<file path="config.mk">
export PLATFORM = sky130hd
export DESIGN_NAME = point_in_polygon_crossings_core
export DESIGN_NICKNAME = d
export VERILOG_FILES = /design/src/hdl/pip_pkg.sv /design/src/hdl/pip_cell.sv /design/src/hdl/pip_edge.sv /design/src/hdl/point_in_polygon_crossings_core.sv
export SDC_FILE = /design/constraint.sdc
export NUM_CORES = 2
export LEC_CHECK = 0
export BUFFER_PORTS_ARGS = -buffer_cell sky130_fd_sc_hd__buf_2
export CORE_MARGIN = 1
export CORE_UTILIZATION = 25
export DETAILED_ROUTE_END_ITERATION = 10
export MAX_ROUTING_LAYER = met4
export PLACE_DENSITY = 0.39
export SYNTH_ARGS = -nofsm -noshare
export SYNTH_HDL_FRONTEND = slang
export SYNTH_HIERARCHICAL = 1
export SYNTH_SLANG_ARGS = --single-unit
</file>
<file path="constraint.sdc">
create_clock -name clk -period 9.5 [get_ports clk]
set_input_delay 0.95 -clock clk [delete_from_list [all_inputs] [get_ports clk]]
set_output_delay 0.95 -clock clk [all_outputs]
set_load 0.1 [all_outputs]
</file>
<file path="src/hdl/pip_pkg.sv">
// Shared constants and types for the point-in-polygon crossings core.
package pip_pkg;

    localparam int MAX_VERTICES_DEF = 64;
    localparam int COORD_WIDTH_DEF  = 16;

    localparam int INDEX_W    = 6;
    localparam int COUNT_W    = 7;
    localparam int APB_DATA_W = 32;
    localparam int APB_ADDR_W = 3;

    localparam logic [APB_ADDR_W-3:0] REG_VERTEX_COUNT = 1'b0;

    localparam logic OP_LOAD = 1'b0;
    localparam logic OP_TEST = 1'b1;

    typedef struct packed {
        logic clear;
        logic valid;
        logic head;
        logic room;
    } edge_ctl_t;

endpackage

</file>
<file path="src/hdl/pip_cell.sv">
// One vertex cell of the rotating vertex ring.
module pip_cell #(
    parameter int DATA_W = 32
) (
    input  logic              clk,
    input  logic              load_en,
    input  logic [DATA_W-1:0] load_data,
    input  logic              shift_en,
    input  logic [DATA_W-1:0] shift_data,
    output logic [DATA_W-1:0] data
);

    logic [DATA_W-1:0] data_reg;

    always_ff @(posedge clk)
    begin
        if (load_en)
        begin
            data_reg <= load_data;
        end
        else if (shift_en)
        begin
            data_reg <= shift_data;
        end
    end

    assign data = data_reg;

endmodule

</file>
<file path="src/hdl/pip_edge.sv">
// Edge walker and crossing unit: subpolygon tracking, exact product compare, parity.
module pip_edge
    import pip_pkg::*;
#(
    parameter int COORD_WIDTH = COORD_WIDTH_DEF
) (
    input  logic                          clk,
    input  logic                          rst_n,
    input  edge_ctl_t                     ctl,
    input  logic signed [COORD_WIDTH-1:0] vx,
    input  logic signed [COORD_WIDTH-1:0] vy,
    input  logic signed [COORD_WIDTH-1:0] tx,
    input  logic signed [COORD_WIDTH-1:0] ty,
    output logic                          parity
);

    localparam int DW = COORD_WIDTH + 1;
    localparam int PW = 2 * DW;

    logic signed [COORD_WIDTH-1:0] x0_reg;
    logic signed [COORD_WIDTH-1:0] y0_reg;
    logic signed [COORD_WIDTH-1:0] fx_reg;
    logic signed [COORD_WIDTH-1:0] fy_reg;
    logic                          f0_reg;
    logic                          restart_reg;

    logic                 s1_valid_reg;
    logic                 s1_f1_reg;
    logic signed [DW-1:0] a_reg;
    logic signed [DW-1:0] b_reg;
    logic signed [DW-1:0] c_reg;
    logic signed [DW-1:0] d_reg;

    logic                 s2_valid_reg;
    logic                 s2_f1_reg;
    logic signed [PW-1:0] pl_reg;
    logic signed [PW-1:0] pr_reg;

    logic parity_reg;

    logic                 f1;
    logic                 start_vtx;
    logic                 edge_go;
    logic                 skip;
    logic                 ge;
    logic signed [DW-1:0] a_next;
    logic signed [DW-1:0] b_next;
    logic signed [DW-1:0] c_next;
    logic signed [DW-1:0] d_next;
    logic signed [PW-1:0] pl_next;
    logic signed [PW-1:0] pr_next;

    always_comb
    begin
        f1        = (vy >= ty);
        start_vtx = ctl.head || restart_reg;
        edge_go   = ctl.valid && !start_vtx && (f0_reg != f1);
        skip      = ctl.room && (vx == fx_reg) && (vy == fy_reg);
        a_next    = {vy[COORD_WIDTH-1], vy} - {ty[COORD_WIDTH-1], ty};
        b_next    = {x0_reg[COORD_WIDTH-1], x0_reg} - {vx[COORD_WIDTH-1], vx};
        c_next    = {vx[COORD_WIDTH-1], vx} - {tx[COORD_WIDTH-1], tx};
        d_next    = {y0_reg[COORD_WIDTH-1], y0_reg} - {vy[COORD_WIDTH-1], vy};
        pl_next   = a_reg * b_reg;
        pr_next   = c_reg * d_reg;
        ge        = (pl_reg >= pr_reg);
    end

    always_ff @(posedge clk or negedge rst_n)
    begin
        if (!rst_n)
        begin
            restart_reg  <= 1'b0;
            s1_valid_reg <= 1'b0;
            s2_valid_reg <= 1'b0;
            parity_reg   <= 1'b0;
        end
        else if (ctl.clear)
        begin
            restart_reg  <= 1'b0;
            s1_valid_reg <= 1'b0;
            s2_valid_reg <= 1'b0;
            parity_reg   <= 1'b0;
        end
        else
        begin
            if (ctl.valid)
            begin
                restart_reg <= !start_vtx && skip;
            end
            s1_valid_reg <= edge_go;
            s2_valid_reg <= s1_valid_reg;
            if (s2_valid_reg && (ge == s2_f1_reg))
            begin
                parity_reg <= !parity_reg;
            end
        end
    end

    always_ff @(posedge clk)
    begin
        if (ctl.valid)
        begin
            if (start_vtx)
            begin
                x0_reg <= vx;
                y0_reg <= vy;
                fx_reg <= vx;
                fy_reg <= vy;
                f0_reg <= f1;
            end
            else if (!skip)
            begin
                x0_reg <= vx;
                y0_reg <= vy;
                f0_reg <= f1;
            end
        end
        s1_f1_reg <= f1;
        a_reg     <= a_next;
        b_reg     <= b_next;
        c_reg     <= c_next;
        d_reg     <= d_next;
        s2_f1_reg <= s1_f1_reg;
        pl_reg    <= pl_next;
        pr_reg    <= pr_next;
    end

    assign parity = parity_reg;

endmodule

</file>
<file path="src/hdl/point_in_polygon_crossings_core.sv">
// done rises after a test transfer once the ring has made one pass and the crossing pipeline
// has drained through ST_DRAIN; a load is written straight into the addressed vertex cell.
// Tests do not overlap: busy holds from a test transfer until done, while the vertex ring rotates
// once past the crossing unit, one vertex per cycle; loads are taken every cycle while idle.
// done strobes for one cycle with inside_res; the receiver cannot stall.
// Reset clears the control state and vertex_count; vertex cells are undefined until loaded.
module point_in_polygon_crossings_core
    import pip_pkg::*;
#(
    parameter int MAX_VERTICES = MAX_VERTICES_DEF,
    parameter int COORD_WIDTH  = COORD_WIDTH_DEF
) (
    input  logic                          clk,
    input  logic                          rst_n,
    input  logic                          start,
    output logic                          busy,
    input  logic                          op,
    input  logic [INDEX_W-1:0]            vertex_index,
    input  logic signed [COORD_WIDTH-1:0] coord_x,
    input  logic signed [COORD_WIDTH-1:0] coord_y,
    output logic                          done,
    output logic                          inside_res,
    input  logic                          psel,
    input  logic                          penable,
    input  logic                          pwrite,
    input  logic [APB_ADDR_W-1:0]         paddr,
    input  logic [APB_DATA_W-1:0]         pwdata,
    output logic [APB_DATA_W-1:0]         prdata,
    output logic                          pready
);

    localparam int DATA_W = 2 * COORD_WIDTH;
    localparam int CNT_W  = $clog2(MAX_VERTICES + 1);

    typedef enum logic [1:0] {
        ST_IDLE,
        ST_WALK,
        ST_DRAIN
    } state_t;

    state_t                        state_reg;
    logic [CNT_W-1:0]              cnt_reg;
    logic [CNT_W-1:0]              n_reg;
    logic [1:0]                    drain_reg;
    logic                          done_reg;
    logic                          inside_res_reg;
    logic signed [COORD_WIDTH-1:0] tx_reg;
    logic signed [COORD_WIDTH-1:0] ty_reg;
    logic [COUNT_W-1:0]            count_reg;

    logic              load_go;
    logic              test_go;
    logic              cfg_sel;
    logic [CNT_W-1:0]  n_next;
    logic [DATA_W-1:0] ring_q [MAX_VERTICES];
    logic              parity;
    edge_ctl_t         ctl;

    assign busy    = (state_reg != ST_IDLE);
    assign load_go = start && !busy && (op == OP_LOAD);
    assign test_go = start && !busy && (op == OP_TEST);
    assign cfg_sel = (paddr[APB_ADDR_W-1:2] == REG_VERTEX_COUNT);
    assign pready  = 1'b1;
    assign prdata  = cfg_sel ? APB_DATA_W'(count_reg) : '0;

    always_comb
    begin
        if (int'(count_reg) > MAX_VERTICES)
        begin
            n_next = CNT_W'(MAX_VERTICES);
        end
        else
        begin
            n_next = CNT_W'(count_reg);
        end
        ctl.clear = test_go;
        ctl.valid = (state_reg == ST_WALK) && (cnt_reg < n_reg);
        ctl.head  = (cnt_reg == '0);
        ctl.room  = ((CNT_W+1)'(cnt_reg) + (CNT_W+1)'(2)) < (CNT_W+1)'(n_reg);
    end

    genvar g;
    generate
        for (g = 0; g < MAX_VERTICES; g++)
        begin : g_ring
            pip_cell #(
                .DATA_W(DATA_W)
            ) u_cell (
                .clk       (clk),
                .load_en   (load_go && (int'(vertex_index) == g)),
                .load_data ({coord_y, coord_x}),
                .shift_en  (state_reg == ST_WALK),
                .shift_data(ring_q[(g + 1) % MAX_VERTICES]),
                .data      (ring_q[g])
            );
        end
    endgenerate

    pip_edge #(
        .COORD_WIDTH(COORD_WIDTH)
    ) u_edge (
        .clk   (clk),
        .rst_n (rst_n),
        .ctl   (ctl),
        .vx    (ring_q[0][COORD_WIDTH-1:0]),
        .vy    (ring_q[0][DATA_W-1:COORD_WIDTH]),
        .tx    (tx_reg),
        .ty    (ty_reg),
        .parity(parity)
    );

    always_ff @(posedge clk or negedge rst_n)
    begin
        if (!rst_n)
        begin
            count_reg <= '0;
        end
        else if (psel && penable && pwrite && pready && cfg_sel)
        begin
            count_reg <= pwdata[COUNT_W-1:0];
        end
    end

    always_ff @(posedge clk or negedge rst_n)
    begin
        if (!rst_n)
        begin
            state_reg      <= ST_IDLE;
            cnt_reg        <= '0;
            n_reg          <= '0;
            drain_reg      <= '0;
            done_reg       <= 1'b0;
            inside_res_reg <= 1'b0;
            tx_reg         <= '0;
            ty_reg         <= '0;
        end
        else
        begin
            done_reg <= 1'b0;
            unique case (state_reg)
                ST_IDLE:
                begin
                    if (test_go)
                    begin
                        state_reg <= ST_WALK;
                        cnt_reg   <= '0;
                        n_reg     <= n_next;
                        tx_reg    <= coord_x;
                        ty_reg    <= coord_y;
                    end
                end
                ST_WALK:
                begin
                    cnt_reg <= cnt_reg + 1'b1;
                    if (cnt_reg == CNT_W'(MAX_VERTICES - 1))
                    begin
                        state_reg <= ST_DRAIN;
                        drain_reg <= '0;
                    end
                end
                ST_DRAIN:
                begin
                    drain_reg <= drain_reg + 1'b1;
                    if (drain_reg == 2'd2)
                    begin
                        state_reg      <= ST_IDLE;
                        done_reg       <= 1'b1;
                        inside_res_reg <= parity;
                    end
                end
                default:
                begin
                    state_reg <= ST_IDLE;
                end
            endcase
        end
    end

    assign done       = done_reg;
    assign inside_res = inside_res_reg;

    a_done_single: assert property (@(posedge clk) disable iff (!rst_n)
        done_reg |=> !done_reg)
        else $error("done held longer than one cycle");

    a_done_idle: assert property (@(posedge clk) disable iff (!rst_n)
        done_reg |-> (state_reg == ST_IDLE) && $past(state_reg == ST_DRAIN))
        else $error("result outside drain exit");

    a_walk_start: assert property (@(posedge clk) disable iff (!rst_n)
        test_go |=> (state_reg == ST_WALK) && (cnt_reg == '0))
        else $error("test transfer did not start a walk");

    a_walk_bound: assert property (@(posedge clk) disable iff (!rst_n)
        (state_reg == ST_WALK) |-> (cnt_reg < CNT_W'(MAX_VERTICES)))
        else $error("walk counter past ring length");

    a_count_clamp: assert property (@(posedge clk) disable iff (!rst_n)
        (state_reg == ST_WALK) |-> (n_reg <= CNT_W'(MAX_VERTICES)))
        else $error("edge count above ring length");

endmodule
</file>
* Word-level counts from Yosys, hierarchy flattened
Index checks and enable logic that the tools add are counted.
W data, S select, Z words.
** Storage, ports and cells
- Bits in registers :: 2314
- Input bits :: 80
- Output and inout bits :: 36
** Cells by class
- $add $sub $neg :: 7
- Multiply operators :: 2
- Order comparisons :: 5
- Eq/ne operators :: 75
- Muxes and demuxes :: 152
- Bitwise logic cells :: 2
- Reductions and logical operators :: 160
** Operator list (number)
- $mux W32 :: 128
- $eq A6 B6 Y1 const B :: 32
- $reduce_bool A2 Y1 :: 69
- $eq A6 B5 Y1 const B :: 16
- $logic_and A1 B1 Y1 :: 77
- $mul A17 B17 Y34 :: 2
- $sub A16 B16 Y17 :: 4
- $mux W16 :: 4
- $eq A6 B4 Y1 const B :: 8
- $ge A34 B34 Y1 :: 1
- $eq A16 B16 Y1 :: 2
- $eq A6 B3 Y1 const B :: 4
- $mux W7 :: 3
- $ge A16 B16 Y1 :: 1
- $pmux W7 S2 :: 1
- $eq A6 B2 Y1 const B :: 2
- $reduce_and A2 Y1 :: 6
- $mux W1 :: 10
- $add A7 B2 Y8 const B :: 1
- $lt A8 B7 Y1 :: 1
- $mux W2 :: 4
- $add A7 B1 Y7 const B :: 1
- $eq A7 B6 Y1 const B :: 1
- $gt A7 B7 Y1 const B :: 1
- other kinds (18) :: 24

* Depth between registers and ports, before layout
- Depth in word-level cells :: 7
- Mapped depth :: 25

* By module
The synthesis kept the hierarchy.
** By module, submodules not included
- pip_cell :: times used 64, cells each 69, area an instance 1507.7 um^2
- pip_edge :: times used 1, cells each 3186, area an instance 30839.6 um^2
- point_in_polygon_crossings_core :: times used 1, cells each 426, area an instance 3385.7 um^2

* Least setup slack after synthesis
OpenSTA, ideal clock, no wires.
- Path kind :: reg2reg
- From :: reg u_edge.d_reg[9]
- To :: reg u_edge.pr_reg[31]
- Library setup time :: 124 ps
- Arrival :: 5956 ps
- Slack :: 3420 ps
- Cell stages (with the launch flop) :: 25
- Path buffers :: 2
- Path through :: dfxtp_1 > clkbuf_1 > clkbuf_1 > nand2_1 > fa_1 > inv_1 > fa_1 > inv_1 > fa_1 > inv_1 > fa_1 > fa_1 > inv_1 > fa_1 > inv_1 > ha_1 > and4_1 > nand2_1 > nor3_1 > and3_1 > or4_4 > a31oi_2 > o21bai_1 > a311oi_1 > nor3_1
** On the way
- Cells in the longest elaborated chain, start to end :: 1
** Ends and longest elaborated chain
- from (decl) :: line pip_edge.sv:32 : logic signed [DW-1:0] d_reg;
- from (signal assigned) :: line pip_edge.sv:122 : d_reg <= d_next;
- $mul A17 B17 Y34 :: line pip_edge.sv:64 : pr_next = c_reg * d_reg;
- via u_edge.pr_next[31] :: line pip_edge.sv:51 : logic signed [PW-1:0] pr_next;
- to (signal assigned) :: line pip_edge.sv:125 : pr_reg <= pr_next;
- to (decl) :: line pip_edge.sv:37 : logic signed [PW-1:0] pr_reg;
The timed path passes the listed nets, and every way through them passes these cells.
A chain may end at the register's enable or synchronous reset.

* Worst setup path in the final report
- From :: reg u_edge.a_reg[8]
- To :: reg u_edge.pl_reg[32]
** On the way
- Cells in the longest elaborated chain, start to end :: 1
** Ends and longest elaborated chain
- from (decl) :: line pip_edge.sv:29 : logic signed [DW-1:0] a_reg;
- from (signal assigned) :: line pip_edge.sv:119 : a_reg <= a_next;
- $mul A17 B17 Y34 :: line pip_edge.sv:63 : pl_next = a_reg * b_reg;
- via u_edge.pl_next[32] :: line pip_edge.sv:50 : logic signed [PW-1:0] pl_next;
- to (signal assigned) :: line pip_edge.sv:124 : pl_reg <= pl_next;
- to (decl) :: line pip_edge.sv:36 : logic signed [PW-1:0] pl_reg;
The timed path passes the listed nets, and every way through them passes these cells.

==> out/results.txt <==
Hold Violations, Final -> 0
Worst-case hold path end point -> u_edge/s2_f1_reg
I/O Pins -> 116
Async SR Flop Fraction -> 2.723%
Antenna Nets Post-Route -> 0
Clock Latency Late Sink -> 0.93 ns
Dpl cell area -> 136400 um2
Share of cells above drive strength 1 -> 32.92%
TNS Setup -> 0 ns
Post-synth top area cell -> edfxtp_1
Unique cell type count in the Yosys netlist -> 84
Final worst slack -> 2.115 ns
Max Clk Rate -> 135.4 MHz
Initial Util -> 25.09%
FF-to-FF End -> u_edge/pl_reg[32]
R2r worst-path depth -> 20
Met2 wire length -> 153900 um
Die area -> 525800 um2
Sequential area share after synthesis -> 51.86%
CTS tree -> yes
Synthesized flop and latch total -> 2314
CTS Buf Count -> 246
P_leak -> 0.05244 uW
Vias -> 63580
Wire per inst -> 20.93 um
Crit path arrival time -> 8.15 ns
Slew Limit Fails -> 0
Synth top area share -> 48.54%
Top layer in use -> met4
Pin count of the biggest net entering global routing -> 59
CTS Sinks -> 2314
Root Buffer -> clkbuf_16
Setup CP Type -> flop to flop
Avg Cell Area, Syn -> 16.28 um2
Max Cap Viol -> 0
Min Tclk post-route -> 7.385 ns
Post-route DRC violation count -> 0
Worst slew margin -> 20.56%
Synth Warn # -> 6
CP Capture Type -> flop
Worst slew pin tran -> 1.188 ns
Synth top area cells -> edfxtp_1 49%, mux2_4 21%, fa_1 9.1%
CP Data Required Time -> 10.27 ns
Post-DP HPWL -> 207300 um
Overall global routing resource usage -> 12.34%
H-tree lvl count -> 4
Crit Path Max Fanout -> 17
Most common cell in the synthesized netlist -> edfxtp_1
DRT iter0 DRCs -> 3411
Core area -> 520900 um2
Final setup fails -> 0
Post-Route Utilization -> 27.65%
Global-route wire length before repair -> 480700 um
Peak supply drop -> 0.1804 mV
Die X -> 725.1 um
Max Clock Skew -> 0.09194 ns
Synthesis-to-layout area growth -> 10.17%
RR Startpoint -> u_edge/a_reg[8]
Placement Setup Slack -> 2.187 ns
Fillers -> 52450
Nets@finish -> 9094
WL final -> 319800 um
Clock-pin slew on the worst setup and hold paths -> 0.06 ns
DR WL met3 -> 9604 um
Power Density -> 193.0 nW/um2
Status -> completed
Design Area, Final -> 144000 um2
Hold depth -> 0
Post-synth EDFFs -> 2113
Crit start category -> flop
Clock buffer depth -> 4
Via-to-Cell Ratio -> 4.160
Hold crit path type -> flop to flop
M1 wire length -> 150400 um
Largest register FFs -> 2048
Fin crit share -> 77.74%
Total power after layout -> 27800 uW
Unrepaired setup endpoints after global routing -> false
# rows -> 265
Initial antenna violation count -> 22
Synth cell count leaders -> 2113 x edfxtp_1, 1856 x mux2_4, 742 x inv_1, 596 x fa_1, 429 x nand2_1
Total congestion overflow -> 0
Post-CTS setup buffers -> 0
Vias in the first global route -> 68980
Detailed Routing Iterations Pass 1 -> 7
R2R Setup Slk -> 2.11 ns
Post-Syn Area -> 130700 um2
Die height -> 725.1 um
Post-Synthesis Cells -> 8028
Dominant synthesized flop cell -> edfxtp_1
GPL Wtd Cong -> 0.7556
Hold Path Origin -> u_edge/s1_f1_reg
Port bufs -> 62
-- layer usage --
metal  up-vias  global-route usage, %
met5         -                      -
met4         0                  2.263
met3       376                  1.470
met2       912                  20.24
met1     33670                  16.55
li1      28630                      -
-- cells in the final DEF (no fill, tap or decap), types with 34 or more instances in the layout --
master	instances
clkbuf_1	65
o21ai_0	63
clkbuf_16	247
or2_2	48
dfrtp_1	63
xnor2_1	93
and2_1	294
mux2_2	202
inv_1	740
nand3_1	48
nor2_4	64
nand2_1	427
buf_4	183
ha_1	285
edfxtp_1	2113
a21oi_1	89
dfxtp_1	138
a21o_1	41
xor2_1	60
clkinv_2	46
mux2_4	1856
nor2_1	109
nor3_1	34
clkinv_1	53
fa_1	596
-- logic make-up (layout without fill, tap and decap cells) --
group                      after synthesis  in the layout  synth area share, %
adders and majority gates              881            881                11.86
other                                    2             31             0.005745
muxes                                 2058           2058                23.06
DFF                                   2314           2314                51.86
AOI/OAI and AO/OA                      327            327                1.705
buffers and inverters                 1122           1405                6.074
and+or+nand+nor                       1171           1171                4.416
xor gates and xnor gates               153            153                1.025
-- report_power, final --
| part | internal [uW] | switching [uW] | leakage [uW] |
|---|---|---|---|
| Combinational | 2760 | 4220 | 0.0299 |
| Sequential | 11200 | 196 | 0.0188 |
| Clock | 5290 | 4130 | 0.00373 |
-- worst max-delay path by stage --
stage	to	slack [ns]	depth (start not counted)	start
final	u_edge/pl_reg[32]	2.11	20	u_edge/a_reg[8]
after global routing	u_edge/pl_reg[32]	1.75	20	u_edge/b_reg[9]
after CTS	u_edge/pl_reg[32]	2.17	20	u_edge/a_reg[8]
after detailed placement	u_edge/pl_reg[32]	2.19	20	u_edge/a_reg[8]
after global placement	u_edge/pl_reg[32]	2.18	20	u_edge/a_reg[10]
after floorplan	u_edge/pr_reg[31]	3.42	24	u_edge/d_reg[9]
-- worst max-delay path, cell delays in order (launching register included) --
cell	delay [ns]
dfxtp_1	1.02
nand2_1	0.23
fa_1	0.61
inv_1	0.07
fa_1	0.55
fa_1	0.43
fa_1	0.47
fa_1	0.50
inv_1	0.05
fa_1	0.48
inv_1	0.06
ha_1	0.39
and3_1	0.21
and2_1	0.15
nand3_1	0.09
a211oi_1	0.59
nor2_1	0.25
o311ai_0	0.58
a21oi_1	0.13
o21ai_0	0.24
xor2_1	0.20
-- layout make-up --
class	instances	area [um2]	share of cell area (%)
Tap cell	6942	8686	6.031
Multi-Input combinational cell	4616	55570	38.59
Timing Repair Buffer	213	1529	1.062
Inverter	742	2786	1.935
Clock inverter	132	1129	0.7837
Clock buffer	318	6507	4.519
Antenna cell	5	12.51	0.008688
Sequential cell	2314	67790	47.07
-- per-stage QoR --
stage | cells | hold WS (ns)
2_1_floorplan | 8052 | 0.3096
3_3_place_gp | 14830 | 0.3155
5_1_grt | 15280 | 0.2857
6_report | 15280 | 0.3274
3_5_place_dp | 14830 | 0.3158
4_1_cts | 15280 | 0.2509
-- what timing repair did --
action | CTS | global route
setup endpoints to repair | 0 | 0
hold buffers | 1 | 0
hold endpoints to repair | 5 | 0
resized for setup | 0 | 0
(Power assumes the default switching activity.)
